--- config.mk ---
export PLATFORM = sky130hd
export DESIGN_NAME = ervt_lane
export DESIGN_NICKNAME = d
export VERILOG_FILES = /design/src/ervt_lane.sv
export SDC_FILE = /design/constraint.sdc
export NUM_CORES = 2
export LEC_CHECK = 0
export BUFFER_PORTS_ARGS = -buffer_cell sky130_fd_sc_hd__clkbuf_2
export CORE_MARGIN = 2
export CORE_UTILIZATION = 50
export CTS_CLUSTER_DIAMETER = 50
export DETAILED_ROUTE_END_ITERATION = 10
export GPL_ROUTABILITY_DRIVEN = 0
export PLACE_DENSITY = 0.66
export SYNTH_ARGS = -nofsm -noshare
export SYNTH_HDL_FRONTEND = slang
export SYNTH_SLANG_ARGS = --single-unit
export TNS_END_PERCENT = 10
--- constraint.sdc ---
create_clock -name clk -period 9.13 [get_ports clk]
set_clock_uncertainty 0.15 [all_clocks]
set_input_delay 1.3695 -clock clk [delete_from_list [all_inputs] [get_ports clk]]
set_output_delay 1.3695 -clock clk [all_outputs]
set_load 0.005 [all_outputs]
--- src/ervt_lane.sv ---
`timescale 1ns / 1ps
// One matrix row times the vector: three products, registered, then sum and round.
module ervt_lane #(
  parameter int VEC_BITS = 16,
  parameter int FRAC     = 14
) (
  input  logic                        clk,
  input  logic                        en,
  input  logic signed [FRAC+1:0]      c0, c1, c2,
  input  logic signed [VEC_BITS-1:0]  v0, v1, v2,
  output logic signed [VEC_BITS:0]    res
);
  localparam int PW = FRAC + 2 + VEC_BITS;
  logic signed [PW-1:0] p0, p1, p2;
  logic signed [PW+1:0] acc;

  always_ff @(posedge clk) begin
    if (en) begin
      p0 <= c0 * v0;
      p1 <= c1 * v1;
      p2 <= c2 * v2;
    end
  end

  assign acc = PW'(0) + (PW+2)'(p0) + (PW+2)'(p1) + (PW+2)'(p2)
             + (PW+2)'(signed'(1) <<< (FRAC - 1));
  assign res = acc[FRAC +: VEC_BITS+1];
endmodule

-- Word-level counts from Yosys, hierarchy flattened
Cells that the tools add are included.
- register bits: 93
- input port bits: 98
- output and inout bits: 17
- word-level logic and storage cells: 9
- add/sub/neg operators: 3
- multiply operators: 3
- operator list (kind ; count):
    16-bit by 16-bit multiplier with 31-bit output ; 3
    31-bit adder ; 2
    31-bit by 15-bit adder with 31-bit output, second input constant ; 1

-- Longest topological paths before layout
- word-level depth: 3
- depth in mapped cells: 25
- mapped depth without buffers: 24

-- Least setup slack after synthesis
OpenSTA, ideal clock, no wires.
- path type: in2reg
- start: input c0[15]
- end: register p0[29] (data pin)
- arrival time: 7.115 ns
- data required time: 8.718 ns
- slack: 1.603 ns
- stages on the path: 22
- cells stage by stage: clkbuf_1 > clkbuf_1 > nand2_1 > fa_1 > inv_1 > fa_1 > fa_1 > fa_1 > fa_1 > inv_1 > fa_1 > inv_1 > ha_1 > a21o_1 > a21oi_1 > o21bai_1 > a2111oi_0 > nor3_1 > a311o_1 > a31oi_1 > o21bai_1 > xor2_1
- longest elaborated chain between the ends: 1
- RTL lines (what ; line ; RTL):
    start: declaration ; 9 ; input logic signed [FRAC+1:0] c0, c1, c2,
    16-bit by 16-bit multiplier with 31-bit output ; 19 ; p0 <= c0 * v0;
    end signal: assignment ; 19 ;
    end: declaration ; 14 ; logic signed [PW-1:0] p0, p1, p2;
No other way between the ends.
A chain may end at the register's enable or synchronous reset.

-- Worst setup path after layout
- start: input v2[1]
- end: register p2[30] (data pin)
- longest elaborated chain between the ends: 1
- RTL lines (what ; line ; RTL):
    start: declaration ; 10 ; input logic signed [VEC_BITS-1:0] v0, v1, v2,
    16-bit by 16-bit multiplier with 31-bit output ; 21 ; p2 <= c2 * v2;
    end signal: assignment ; 21 ;
    end: declaration ; 14 ;
No other way between the ends.

==> impl_metrics.env <==
export IMPL_cts_setup_buffers=0
export IMPL_area_growth_pct=4.72
export IMPL_critPathLaunch="v2[1]"
export IMPL_clock_fmax_mhz=136
export IMPL_antenna_found_initial=0
export IMPL_fin_crit_sh_pct=80.8
export IMPL_wl_per_cell_um=17.0
export IMPL_detail_route_antenna_nets=0
export IMPL_arrival_ps=7340
export IMPL_cts_hold_buf=0
export IMPL_synth_avg_cell_area_um2=9.71
export IMPL_period_needed_ps=7380
export IMPL_status="finished clean"
export IMPL_synthTopCellsByCount="849 x inv_1, 797 x fa_1, 393 x nand2_1"
export IMPL_drive_above_1_share_pct=4.21
export IMPL_rows=94
export IMPL_cts_root_buf="clkbuf_16"
export IMPL_hpwlAfterDp_um=62100
export IMPL_cts_resized_gates=0
export IMPL_grt_pass1_vias=24300
export IMPL_async_flop_share_pct=0
export IMPL_synth_edf_count=93
export IMPL_holdWs_ps=1230
export IMPL_synth_nets=4628
export IMPL_clkSinkCount=93
export IMPL_yosysWarnings=0
export IMPL_setup_viol=0
export IMPL_clock_path_buffers=2
export IMPL_path_class="in2reg"
export IMPL_dr_total_vias=22400
export IMPL_worstHoldStart="en"
export IMPL_crit_slowest_cell="fa_1"
export IMPL_syn_inst=3437
export IMPL_final_nets=4657
export IMPL_die_h_um=262
export IMPL_crit_cells=20
export IMPL_syn_cell_area_um2=33400
export IMPL_fin_tns_setup_ps=0
export IMPL_start_kind="input pin"
export IMPL_first_pass_iters=5
export IMPL_grt_max_degree=82
export IMPL_ys_ff_latch=93
export IMPL_hold_path_class="in2reg"
export IMPL_ys_seq_area_share_pct=8.37
export IMPL_cpPeakStageDelay_ps=720
export IMPL_synth_top_area_share_pct=47.8
export IMPL_slew_headroom_pct=31.0
export IMPL_hold_violations=0
export IMPL_finalMaxSlewViolations=0
export IMPL_grt_ovfl_total=0
export IMPL_clk_pin_slew_worst_paths_ps=70
export IMPL_cp_end_kind="flip-flop"
export IMPL_crit_top_cell="fa_1"
export IMPL_ys_top_cells_by_area="fa_1 48%, ha_1 11%, inv_1 9.5%, edfxtp_1 8.4%, and2_1 6.6%"
export IMPL_via_per_inst=5.16
export IMPL_port_buffers=114
export IMPL_synthFlopType="edfxtp_1"
export IMPL_ys_types=58
export IMPL_nFillCells=5930
export IMPL_die_area_um2=68900
export IMPL_yosysMostFrequentCell="inv_1"
export IMPL_numCtsBuffers=9
export IMPL_initial_utilization_pct=50.6
export IMPL_grt_pass1_wl_um=125000
export IMPL_io_pins=115
export IMPL_rsz0062_at_grt="false"
export IMPL_cpLargestDelayFamily="adder cells"
export IMPL_cp_required_ps=9090
export IMPL_antenna_cells=0
export IMPL_crit_end="p2[30]$_DFFE_PP_"
export IMPL_cts_tree="yes"
export IMPL_core_area_um2=66000
export IMPL_tightest_slew_ps=1030
export IMPL_drc_errors=0
export IMPL_drt_iter0_markers=1226
export IMPL_worstPathMaxFanout=16
export IMPL_htreeDepth=3
export IMPL_path_buf_inv=4
export IMPL_grt_usage_pct=22.6
export IMPL_cap_viol_max_count=0
export IMPL_path_cells="clkbuf_2 > nand2_1 > inv_1 > fa_1 > inv_1 > fa_1 > inv_1 > fa_1 > fa_1 > fa_1 > fa_1 > ha_1 > a21o_1 > a21o_1 > a21oi_1 > nor2b_1 > a211o_1 > a221o_1 > a21oi_2 > xnor2_1"
export IMPL_synth_top_area_cell="fa_1"
export IMPL_wirelength_um=73600
export IMPL_die_w_um=262
[stage by stage]
stage          instances  setup slack (ps)  util, %  instance area [um^2]
5_1_grt             4335              1420     53.0                 35000
2_1_floorplan       3437              1600        -                 33400
3_3_place_gp        4319              1470     52.6                 34700
3_5_place_dp        4319              1370     52.6                 34700
6_report            4335              1750     53.0                 35000
4_1_cts             4335              1760     53.0                 35000
[metal layers]
metal / vias up / global-route usage (%) / routed length (um)
li1: 10200 / - / -
met1: 11500 / 31.6 / 32600
met2: 530 / 38.2 / 36200
met3: 93 / 2.21 / 3180
met4: 0 / 5.23 / 1740
met5: - / 0 / 0
[flip-flops by register name (all words and copies together), names as in the netlist]
signal and cells:
p1 31, p0 31, p2 31
[how the worst min path moves through the flow]
stage | to | slack [ps] | cells after the start
final | p1[10]$_DFFE_PP_ | 1230 | 1
after global routing | p0[14]$_DFFE_PP_ | 1230 | 1
after CTS | p1[10]$_DFFE_PP_ | 1240 | 1
after detailed placement | p0[9]$_DFFE_PP_ | 1600 | 1
after global placement | p0[9]$_DFFE_PP_ | 1600 | 1
after floorplan | p0[0]$_DFFE_PP_ | 1330 | 0
[logic make-up (layout without fill, tap and decap cells)]
logic type | count (synthesis) | in the layout | share of synthesized area, %
DFF | 93 | 93 | 8.37
and+or+nand+nor | 930 | 930 | 13.7
AOI/OAI and AO/OA | 247 | 247 | 5.03
xor gates and xnor gates | 127 | 127 | 3.33
buffers and inverters | 947 | 981 | 10.6
adders and majority gates | 1093 | 1093 | 58.9
[layout make-up]
class	count	area, um^2	area share (%)
multi-input cells	2397	27000	77.3
well taps	864	1080	3.09
flip-flops and latches	93	2790	7.99
clock inverters	6	48.8	0.140
repair buffers	115	581	1.66
inverters	850	3190	9.13
clock buffers	10	229	0.655
[layout by cell type, fill, tap and decap left out, types with 3 or more instances in the layout]
cell       instances
a211o_1            3
a211oi_1          14
a21boi_0           3
a21o_1            37
a21oi_1           68
a21oi_2            3
a221o_1            3
a31oi_1            6
and2_1           354
and3_1             3
clkbuf_16          9
clkbuf_2         113
edfxtp_1          93
fa_1             797
ha_1             296
inv_1            849
inv_6              5
nand2_1          393
nand2b_1          25
nand3_1           10
nand4_1            7
nor2_1            93
nor2b_1           12
nor3_1            19
o211ai_1           6
o21a_1            24
o21ai_0           31
o21ai_1            9
o21bai_1          14
o41ai_1            3
or3_1              3
xnor2_1           98
xor2_1            29
Power is not shown: default switching activity piles up to over one toggle a cycle in this logic, so the estimate is an artifact.
